<file path="config.mk">
export PLATFORM = sky130hd
export DESIGN_NAME = star_subset_enumerator_top_flat
export DESIGN_NICKNAME = d
export VERILOG_FILES = /design/src/rtl/ssenum_pkg.sv /design/src/rtl/ssenum_req_if.sv /design/src/rtl/ssenum_res_if.sv /design/src/rtl/ssenum_pos.sv /design/src/rtl/ssenum_edges.sv /design/src/rtl/star_subset_enumerator_top.sv /design/src/flat_wrapper.sv
export SDC_FILE = /design/constraint.sdc
export NUM_CORES = 1
export LEC_CHECK = 0
export BUFFER_PORTS_ARGS = -buffer_cell sky130_fd_sc_hd__buf_2
export CAP_MARGIN = 5
export CORE_UTILIZATION = 59
export CTS_CLUSTER_DIAMETER = 30
export DETAILED_ROUTE_END_ITERATION = 6
export GPL_TIMING_DRIVEN = 1
export PLACE_DENSITY = 0.79
export SLEW_MARGIN = 10
export SYNTH_ARGS = -nofsm -noshare
export SYNTH_HDL_FRONTEND = slang
export SYNTH_SLANG_ARGS = --single-unit
</file>
<file path="constraint.sdc">
create_clock -name i_clk -period 4.36 [get_ports i_clk]
set_input_delay 0.218 -clock i_clk [delete_from_list [all_inputs] [get_ports i_clk]]
set_output_delay 0.218 -clock i_clk [all_outputs]
set_load 0.01 [all_outputs]
</file>
<file path="src/rtl/ssenum_pkg.sv">
// Shared types and constants for the star subset enumerator.
`timescale 1ns / 1ps
`default_nettype none
package ssenum_pkg;

    // Field widths
    localparam int ID_W   = 31;
    localparam int MODE_W = 2;
    localparam int SIZE_W = 4;

    // Default list depth
    localparam int DEF_MAX_DEGREE = 8;

    // Smallest subset that is enumerated
    localparam int MIN_SUBSET = 3;

    // Request item modes
    localparam logic [MODE_W-1:0] MODE_START   = 2'd0;
    localparam logic [MODE_W-1:0] MODE_APPEND  = 2'd1;
    localparam logic [MODE_W-1:0] MODE_REQUEST = 2'd2;

    // Result status codes
    localparam logic STATUS_OK    = 1'b0;
    localparam logic STATUS_EMPTY = 1'b1;

    // Sequencer states
    typedef enum logic [3:0] {
        S_IDLE = 4'b0001,
        S_SCAN = 4'b0010,
        S_EMIT = 4'b0100,
        S_ERR  = 4'b1000
    } t_state;

    // Commands to the position table
    typedef struct packed {
        logic clear;
        logic wr_en;
    } t_pos_cmd;

endpackage
`default_nettype wire

</file>
<file path="src/rtl/ssenum_req_if.sv">
// Input channel: start, append and request items.
`timescale 1ns / 1ps
`default_nettype none
interface ssenum_req_if;
    import ssenum_pkg::*;

    logic              valid;
    logic              ready;
    logic [MODE_W-1:0] mode;
    logic [ID_W-1:0]   center_node;
    logic [ID_W-1:0]   edge_id;

    modport source (output valid, output mode, output center_node, output edge_id,
                    input ready);
    modport sink   (input valid, input mode, input center_node, input edge_id,
                    output ready);
endinterface
`default_nettype wire

</file>
<file path="src/rtl/ssenum_res_if.sv">
// Output channel: one subset element per transfer.
`timescale 1ns / 1ps
`default_nettype none
interface ssenum_res_if;
    import ssenum_pkg::*;

    logic              valid;
    logic              ready;
    logic              status;
    logic [ID_W-1:0]   selected_edge;
    logic [SIZE_W-1:0] subset_size;
    logic              last_of_subset;
    logic              all_checked;
    logic [ID_W-1:0]   center_out;

    modport source (output valid, output status, output selected_edge,
                    output subset_size, output last_of_subset, output all_checked,
                    output center_out, input ready);
    modport sink   (input valid, input status, input selected_edge,
                    input subset_size, input last_of_subset, input all_checked,
                    input center_out, output ready);
endinterface
`default_nettype wire

</file>
<file path="src/rtl/ssenum_pos.sv">
// Position table with per-entry valid bits; an invalid entry reads as its index.
`timescale 1ns / 1ps
`default_nettype none
module ssenum_pos #(
    parameter int MAX_DEGREE = ssenum_pkg::DEF_MAX_DEGREE,
    parameter int PW         = $clog2(MAX_DEGREE)
) (
    input  logic                 i_clk,
    input  logic                 i_rst_n,
    input  ssenum_pkg::t_pos_cmd i_cmd,
    input  logic [PW-1:0]        i_wr_addr,
    input  logic [PW-1:0]        i_wr_data,
    input  logic [PW-1:0]        i_rd_addr,
    output logic [PW-1:0]        o_rd_data
);
    import ssenum_pkg::*;

    logic [PW-1:0]         r_pos [MAX_DEGREE];
    logic [MAX_DEGREE-1:0] r_vld;

    // Valid bits: cleared by reset or a restart, set on write
    always_ff @(posedge i_clk) begin
        if (!i_rst_n || i_cmd.clear) begin
            r_vld <= '0;
        end else if (i_cmd.wr_en) begin
            r_vld[i_wr_addr] <= 1'b1;
        end
    end

    // Entry payload
    always_ff @(posedge i_clk) begin
        if (i_cmd.wr_en) begin
            r_pos[i_wr_addr] <= i_wr_data;
        end
    end

    // Read: identity until written
    assign o_rd_data = r_vld[i_rd_addr] ? r_pos[i_rd_addr] : i_rd_addr;

endmodule
`default_nettype wire

</file>
<file path="src/rtl/ssenum_edges.sv">
// Incident edge register file, written in append order.
`timescale 1ns / 1ps
`default_nettype none
module ssenum_edges #(
    parameter int MAX_DEGREE = ssenum_pkg::DEF_MAX_DEGREE,
    parameter int PW         = $clog2(MAX_DEGREE)
) (
    input  logic                      i_clk,
    input  logic                      i_wr_en,
    input  logic [PW-1:0]             i_wr_addr,
    input  logic [ssenum_pkg::ID_W-1:0] i_wr_data,
    input  logic [PW-1:0]             i_rd_addr,
    output logic [ssenum_pkg::ID_W-1:0] o_rd_data
);
    import ssenum_pkg::*;

    logic [ID_W-1:0] r_mem [MAX_DEGREE];

    // Write port
    always_ff @(posedge i_clk) begin
        if (i_wr_en) begin
            r_mem[i_wr_addr] <= i_wr_data;
        end
    end

    // Read port
    assign o_rd_data = r_mem[i_rd_addr];

endmodule
`default_nettype wire

</file>
<file path="src/rtl/star_subset_enumerator_top.sv">
// Top level: sequencer for subset enumeration over one shared position compare unit.
// Start and append items are handled in the idle state; mode 3 items are accepted and dropped.
// A request of subset size k scans its k positions, then emits k element transfers,
// one per element, which stall under output backpressure.
// An empty or undersized request gives one error transfer.
// Synchronous active-low reset clears the sequencer, counts, flags and positions.
`timescale 1ns / 1ps
`default_nettype none
module star_subset_enumerator_top #(
    parameter int MAX_DEGREE = ssenum_pkg::DEF_MAX_DEGREE
) (
    input  logic                 i_clk,
    input  logic                 i_rst_n,
    ssenum_req_if.sink           i_req,
    ssenum_res_if.source         o_res
);
    import ssenum_pkg::*;

    localparam int PW = $clog2(MAX_DEGREE);
    localparam int CW = $clog2(MAX_DEGREE + 1);

    // Sequencer and enumeration state
    t_state          r_state, n_state;
    logic [CW-1:0]   r_nd, n_nd;
    logic [CW-1:0]   r_sd, n_sd;
    logic            r_fin, n_fin;
    logic [ID_W-1:0] r_center, n_center;
    logic [PW-1:0]   r_idx, n_idx;
    logic [PW-1:0]   r_prev, n_prev;
    logic [PW-1:0]   r_cand, n_cand;
    logic [PW-1:0]   r_run, n_run;
    logic            r_found, n_found;
    logic            r_done, n_done;

    // Output register
    logic              r_ovalid, n_ovalid;
    logic              r_status, n_status;
    logic [ID_W-1:0]   r_edge, n_edge;
    logic [SIZE_W-1:0] r_size, n_size;
    logic              r_last, n_last;
    logic              r_all, n_all;
    logic [ID_W-1:0]   r_cout, n_cout;

    // Submodule connections
    t_pos_cmd        pos_cmd;
    logic [PW-1:0]   pos_wdata;
    logic [PW-1:0]   cur;
    logic            edge_we;
    logic [ID_W-1:0] edge_rd;

    // Shared unit: incremented position and its compares
    logic [CW-1:0] cur_inc;
    logic [CW-1:0] prev_inc;
    logic          idx_last;
    logic          slot_free;
    logic          accept;

    assign cur_inc   = CW'(cur) + CW'(1);
    assign prev_inc  = CW'(r_prev) + CW'(1);
    assign idx_last  = (CW'(r_idx) + CW'(1)) == r_sd;
    assign slot_free = !r_ovalid || o_res.ready;
    assign accept    = i_req.valid && i_req.ready;

    assign i_req.ready = (r_state == S_IDLE);

    ssenum_pos #(.MAX_DEGREE(MAX_DEGREE), .PW(PW)) u_pos (
        .i_clk     (i_clk),
        .i_rst_n   (i_rst_n),
        .i_cmd     (pos_cmd),
        .i_wr_addr (r_idx),
        .i_wr_data (pos_wdata),
        .i_rd_addr (r_idx),
        .o_rd_data (cur)
    );

    ssenum_edges #(.MAX_DEGREE(MAX_DEGREE), .PW(PW)) u_edges (
        .i_clk     (i_clk),
        .i_wr_en   (edge_we),
        .i_wr_addr (r_nd[PW-1:0]),
        .i_wr_data (i_req.edge_id),
        .i_rd_addr (cur),
        .o_rd_data (edge_rd)
    );

    // Next-state logic
    always_comb begin
        n_state   = r_state;
        n_nd      = r_nd;
        n_sd      = r_sd;
        n_fin     = r_fin;
        n_center  = r_center;
        n_idx     = r_idx;
        n_prev    = r_prev;
        n_cand    = r_cand;
        n_run     = r_run;
        n_found   = r_found;
        n_done    = r_done;
        n_ovalid  = r_ovalid && !o_res.ready;
        n_status  = r_status;
        n_edge    = r_edge;
        n_size    = r_size;
        n_last    = r_last;
        n_all     = r_all;
        n_cout    = r_cout;
        pos_cmd   = '0;
        pos_wdata = '0;
        edge_we   = 1'b0;

        unique case (r_state)
            S_IDLE: begin
                if (accept) begin
                    if (i_req.mode == MODE_START) begin
                        n_center      = i_req.center_node;
                        n_nd          = '0;
                        n_sd          = '0;
                        n_fin         = 1'b0;
                        pos_cmd.clear = 1'b1;
                    end else if (i_req.mode == MODE_APPEND) begin
                        if (r_nd < CW'(MAX_DEGREE)) begin
                            edge_we = 1'b1;
                            n_nd    = r_nd + CW'(1);
                        end
                        n_sd          = n_nd;
                        n_fin         = 1'b0;
                        pos_cmd.clear = 1'b1;
                    end else if (i_req.mode == MODE_REQUEST) begin
                        n_idx   = '0;
                        n_found = 1'b0;
                        if (r_fin || r_sd < CW'(MIN_SUBSET)) begin
                            n_state = S_ERR;
                        end else begin
                            n_state = S_SCAN;
                        end
                    end
                end
            end

            S_SCAN: begin
                // Highest position with room to move wins
                if (r_idx != '0 && prev_inc < CW'(cur)) begin
                    n_found = 1'b1;
                    n_cand  = r_idx - PW'(1);
                end
                if (idx_last && cur_inc < r_nd) begin
                    n_found = 1'b1;
                    n_cand  = r_idx;
                end
                n_prev = cur;
                if (idx_last) begin
                    n_done  = !n_found && (r_sd == CW'(MIN_SUBSET));
                    n_idx   = '0;
                    n_state = S_EMIT;
                end else begin
                    n_idx = r_idx + PW'(1);
                end
            end

            S_EMIT: begin
                if (slot_free) begin
                    n_ovalid = 1'b1;
                    n_status = STATUS_OK;
                    n_edge   = edge_rd;
                    n_size   = SIZE_W'(r_sd);
                    n_last   = idx_last;
                    n_all    = r_done;
                    n_cout   = r_center;
                    // Advance positions at the read pointer, from the candidate onward
                    if (r_found && r_idx >= r_cand) begin
                        pos_cmd.wr_en = 1'b1;
                        pos_wdata     = (r_idx == r_cand) ? cur_inc[PW-1:0]
                                                          : r_run + PW'(1);
                        n_run         = pos_wdata;
                    end
                    if (idx_last) begin
                        if (!r_found) begin
                            pos_cmd.clear = 1'b1;
                            n_sd          = r_sd - CW'(1);
                            n_fin         = r_done;
                        end
                        n_state = S_IDLE;
                    end else begin
                        n_idx = r_idx + PW'(1);
                    end
                end
            end

            S_ERR: begin
                if (slot_free) begin
                    n_ovalid = 1'b1;
                    n_status = STATUS_EMPTY;
                    n_edge   = '0;
                    n_size   = '0;
                    n_last   = 1'b1;
                    n_all    = 1'b1;
                    n_cout   = r_center;
                    n_state  = S_IDLE;
                end
            end

            default: begin
                n_state = S_IDLE;
            end
        endcase
    end

    // Control registers
    always_ff @(posedge i_clk) begin
        if (!i_rst_n) begin
            r_state  <= S_IDLE;
            r_nd     <= '0;
            r_sd     <= '0;
            r_fin    <= 1'b0;
            r_center <= '0;
            r_found  <= 1'b0;
            r_done   <= 1'b0;
            r_ovalid <= 1'b0;
        end else begin
            r_state  <= n_state;
            r_nd     <= n_nd;
            r_sd     <= n_sd;
            r_fin    <= n_fin;
            r_center <= n_center;
            r_found  <= n_found;
            r_done   <= n_done;
            r_ovalid <= n_ovalid;
        end
    end

    // Working and payload registers
    always_ff @(posedge i_clk) begin
        r_idx    <= n_idx;
        r_prev   <= n_prev;
        r_cand   <= n_cand;
        r_run    <= n_run;
        r_status <= n_status;
        r_edge   <= n_edge;
        r_size   <= n_size;
        r_last   <= n_last;
        r_all    <= n_all;
        r_cout   <= n_cout;
    end

    // Result channel
    assign o_res.valid          = r_ovalid;
    assign o_res.status         = r_status;
    assign o_res.selected_edge  = r_edge;
    assign o_res.subset_size    = r_size;
    assign o_res.last_of_subset = r_last;
    assign o_res.all_checked    = r_all;
    assign o_res.center_out     = r_cout;

endmodule
`default_nettype wire
</file>
<file path="src/flat_wrapper.sv">
// flat-port wrapper written by rule: the top's interface ports become plain ports
module star_subset_enumerator_top_flat import ssenum_pkg::*;
#(
    parameter int MAX_DEGREE = ssenum_pkg::DEF_MAX_DEGREE
)
  (i_clk, i_rst_n, i_req_valid, i_req_mode, i_req_center_node, i_req_edge_id, i_req_ready, o_res_valid, o_res_status, o_res_selected_edge, o_res_subset_size, o_res_last_of_subset, o_res_all_checked, o_res_center_out, o_res_ready);
  ssenum_req_if i_req_i ();
  ssenum_res_if o_res_i ();
  input  logic i_clk;
  input  logic i_rst_n;
  input wire logic [$bits(i_req_i.valid)-1:0] i_req_valid;
  input wire logic [$bits(i_req_i.mode)-1:0] i_req_mode;
  input wire logic [$bits(i_req_i.center_node)-1:0] i_req_center_node;
  input wire logic [$bits(i_req_i.edge_id)-1:0] i_req_edge_id;
  output wire logic [$bits(i_req_i.ready)-1:0] i_req_ready;
  output wire logic [$bits(o_res_i.valid)-1:0] o_res_valid;
  output wire logic [$bits(o_res_i.status)-1:0] o_res_status;
  output wire logic [$bits(o_res_i.selected_edge)-1:0] o_res_selected_edge;
  output wire logic [$bits(o_res_i.subset_size)-1:0] o_res_subset_size;
  output wire logic [$bits(o_res_i.last_of_subset)-1:0] o_res_last_of_subset;
  output wire logic [$bits(o_res_i.all_checked)-1:0] o_res_all_checked;
  output wire logic [$bits(o_res_i.center_out)-1:0] o_res_center_out;
  input wire logic [$bits(o_res_i.ready)-1:0] o_res_ready;
  assign i_req_i.valid = i_req_valid;
  assign i_req_i.mode = i_req_mode;
  assign i_req_i.center_node = i_req_center_node;
  assign i_req_i.edge_id = i_req_edge_id;
  assign i_req_ready = i_req_i.ready;
  assign o_res_valid = o_res_i.valid;
  assign o_res_status = o_res_i.status;
  assign o_res_selected_edge = o_res_i.selected_edge;
  assign o_res_subset_size = o_res_i.subset_size;
  assign o_res_last_of_subset = o_res_i.last_of_subset;
  assign o_res_all_checked = o_res_i.all_checked;
  assign o_res_center_out = o_res_i.center_out;
  assign o_res_i.ready = o_res_ready;
  star_subset_enumerator_top #(.MAX_DEGREE(MAX_DEGREE)) u_core (.i_clk(i_clk), .i_rst_n(i_rst_n), .i_req(i_req_i), .o_res(o_res_i));
endmodule
</file>
==> reports/metrics.yaml <==
outcome: "complete, no violations"
start_util_pct: 60.4
grt_pass1_vias: 10600
pre_cts_slack_ps: 539
rows: 60
period_minus_slack_ps: 3890
vias: 10100
numCtsBuffers: 67
syn_area_um2: 16400
synthSimpleGateAreaFrac_pct: 8.72
ys_async_sr_fraction_pct: 0
synth_fa_ha_area_share_pct: 1.30
yosys.area_share.xor_xnor_pct: 0.589
routabilityCongestion: 0.840
cts-root-buf: "clkbuf_16"
yosysWarnings: 0
vdd_drop_max_mv: 0.374
ant_nets: 0
final_util_pct: 75.0
dp_hpwl_um: 18400
cts_tree: "yes"
synth-seq-area-share_pct: 71.9
ff_latch_area_um2: 11800
synth-edff-count: 353
cp-end-kind: "register"
nFillCells: 1575
wirelength_um: 36200
synth.most_common_cell: "edfxtp_1"
drtIter0Drc: 871
yosys-top-cells-area: "edfxtp_1, dfxtp_1, mux2i_1, nand2_1, o2111a_1"
antenna_found_initial: 2
die_y_um: 169
yosysTopAreaCellShare_pct: 64.8
drc: 0
slew_headroom_pct: 31.7
grt_max_degree: 64
synthMuxAreaShare_pct: 7.54
fin_setup_tns_ps: 0
power.density_nw_per_um2: 543
via_per_inst: 5.72
die_width_um: 169
setup_viol: 0
crit_type: "reg -> reg"
clk_latency_ps: 560
yosysTopAreaCell: "edfxtp_1"
finalNetCount: 1433
htreeDepth: 3
syn_to_final_growth_pct: 24.2
synth_top_family_by_area: "simple AND/OR/NAND/NOR gates"
maxSlewViolCount: 0
wl_per_cell_um: 20.4
placed_cells: 1589
grt_pass1_wl_um: 56800
design.die.area_um2: 28400
min_period_over_period_pct: 89.2
io_buffers: 138
worst_pin_slew_ps: 1020
synth_commonest_cells: "edfxtp_1, nand2_1, mux2i_1"
post_cts_buffers: 0
cp.required_ps: 4660
io_pins: 139
coreArea_um2: 27100
grt_usage_pct: 26.3
ys_types: 57
fmax_mhz: 257
skew_ps: 16.3
clk_pin_slew_worst_paths_ps: 50
cts_max_path_buffers: 3
hold_violations: 0
multi_input_area_um2: 4240
grt_overflow: 0
cp.arrival_ps: 4180
postSynthCellCount: 1118
path_max_fanout: 29
dr.pass1.iters: 5
stdcell_count: 1774
cts_sinks: 411
worstHoldPathType: "in -> reg"
p_leak_nw: 7.47
ys_dominant_reg_cell: "edfxtp_1"
cts-resized-gates: 0
start_kind: "register"
synth-compound-area-share_pct: 7.22
ys_seq_elements: 411
synth_area_per_cell_um2: 14.6
synth_nets: 1203
maxCapViolCount: 0
fin_ws_ps: 472
drive_gt1_share_pct: 21.9
rsz0062_at_grt: "no"
## per-layer routing
metal / GRT usage [%] / up-vias / part of all wire, %
met2: 45.1 / 422 / 51
met1: 32.8 / 4991 / 39
met5: 0 / - / 0
li1: - / 4648 / -
met3: 5.19 / 88 / 6.9
met4: 10.9 / 0 / 2.5
## placed cells by master (no fill, tap or decap), types with 17 or more instances in the layout
master | synthesis | routed
a21boi_0 | 36 | 36
buf_2 | 17 | 138
buf_4 | 2 | 22
clkbuf_16 | 0 | 68
dfxtp_1 | 58 | 58
dlygate4sd3_1 | 0 | 62
edfxtp_1 | 353 | 353
ha_1 | 17 | 17
mux2i_1 | 101 | 101
nand2_1 | 144 | 144
nand3_1 | 35 | 35
nor2_1 | 88 | 80
o2111a_1 | 31 | 31
o21ai_0 | 43 | 43
## critical path, cell delays in order (launching register included)
cell and delay (ps):
dfxtp_1 520, mux4_2 550, mux2i_1 220, o31a_1 200, or2_1 390, inv_12 160
ha_1 240, xnor2_1 220, inv_1 70, ha_1 270, o211ai_1 80, o211a_1 320
o21ai_0 260, inv_1 120
## flip-flops by register name (all words and copies together), names as in the netlist, named ones only
| register | count |
|---|---|
| u_core.u_edges.r_mem | 248 |
| u_core.o_res.center_out | 31 |
| u_core.o_res.selected_edge | 31 |
| u_core.r_center | 31 |
| u_core.u_pos.r_pos | 24 |
| u_core.u_pos.r_vld | 8 |
| u_core.o_res.subset_size | 4 |
| u_core.r_nd | 4 |
| u_core.r_sd | 4 |
| u_core.r_state | 4 |
| u_core.r_cand | 3 |
| u_core.r_idx | 3 |
| u_core.r_prev | 3 |
| u_core.r_run | 3 |
| u_core.o_res.all_checked | 1 |
| u_core.o_res.last_of_subset | 1 |
| u_core.o_res.status | 1 |
| u_core.o_res.valid | 1 |
| u_core.r_done | 1 |
| u_core.r_fin | 1 |
| u_core.r_found | 1 |
## through the flow
step | power, mW | cell area (um^2) | hold WS (ps)
2_1_floorplan | 5.51 | 16400 | 317
3_3_place_gp | 5.74 | 17400 | 411
3_5_place_dp | 5.77 | 17400 | 414
4_1_cts | 11.1 | 20300 | 90.9
5_1_grt | 11.4 | 20300 | 156
6_report | 11.1 | 20300 | 104
## kinds of logic (layout without fill, tap and decap cells)
family                   Yosys count  after routing
AO/OA/AOI/OAI                    156            156
XOR/XNOR                          11             11
adder cells (fa/ha/maj)           17             17
buffers and inverters             80            362
flip-flops                       411            411
multiplexers                     114            114
other                              0              2
AND/OR/NAND/NOR                  329            329
## layout make-up
class / count / share of cell area, %
sequential: 411 / 57.8
multi-input combinational: 627 / 20.8
clock buffer: 79 / 8.77
timing repair buffer: 222 / 7.26
clock inverter: 42 / 2.55
tap: 372 / 2.29
inverter: 19 / 0.412
antenna: 2 / 0.0246
## timing repair
item | in CTS | in global routing
hold buffers | 62 | 0
setup endpoints to repair | 0 | 0
hold endpoints to repair | 279 | 0
## where the power goes
part	total (mW)	switching, mW	internal (mW)	leakage [nW]
Combinational	1.33	0.789	0.539	2.65
Clock	5.27	1.87	3.40	1.11
Sequential	4.45	0.0520	4.40	3.70
Total	11.1	2.71	8.34	7.47
## worst paths after layout
kind / start / end / slack [ps] / depth (start not counted)
worst max-delay path: register / u_core.r_cand[2] / 470 / 13
worst min-delay path: i_req_valid / u_core.r_state[0] / 100 / 4
worst max register to register: register / u_core.r_cand[2] / 470 / 13
worst min register to register: u_core.r_center[14] / u_core.o_res.center_out[14] / 420 / 0
Note: power is estimated with default switching activity, not from simulation.
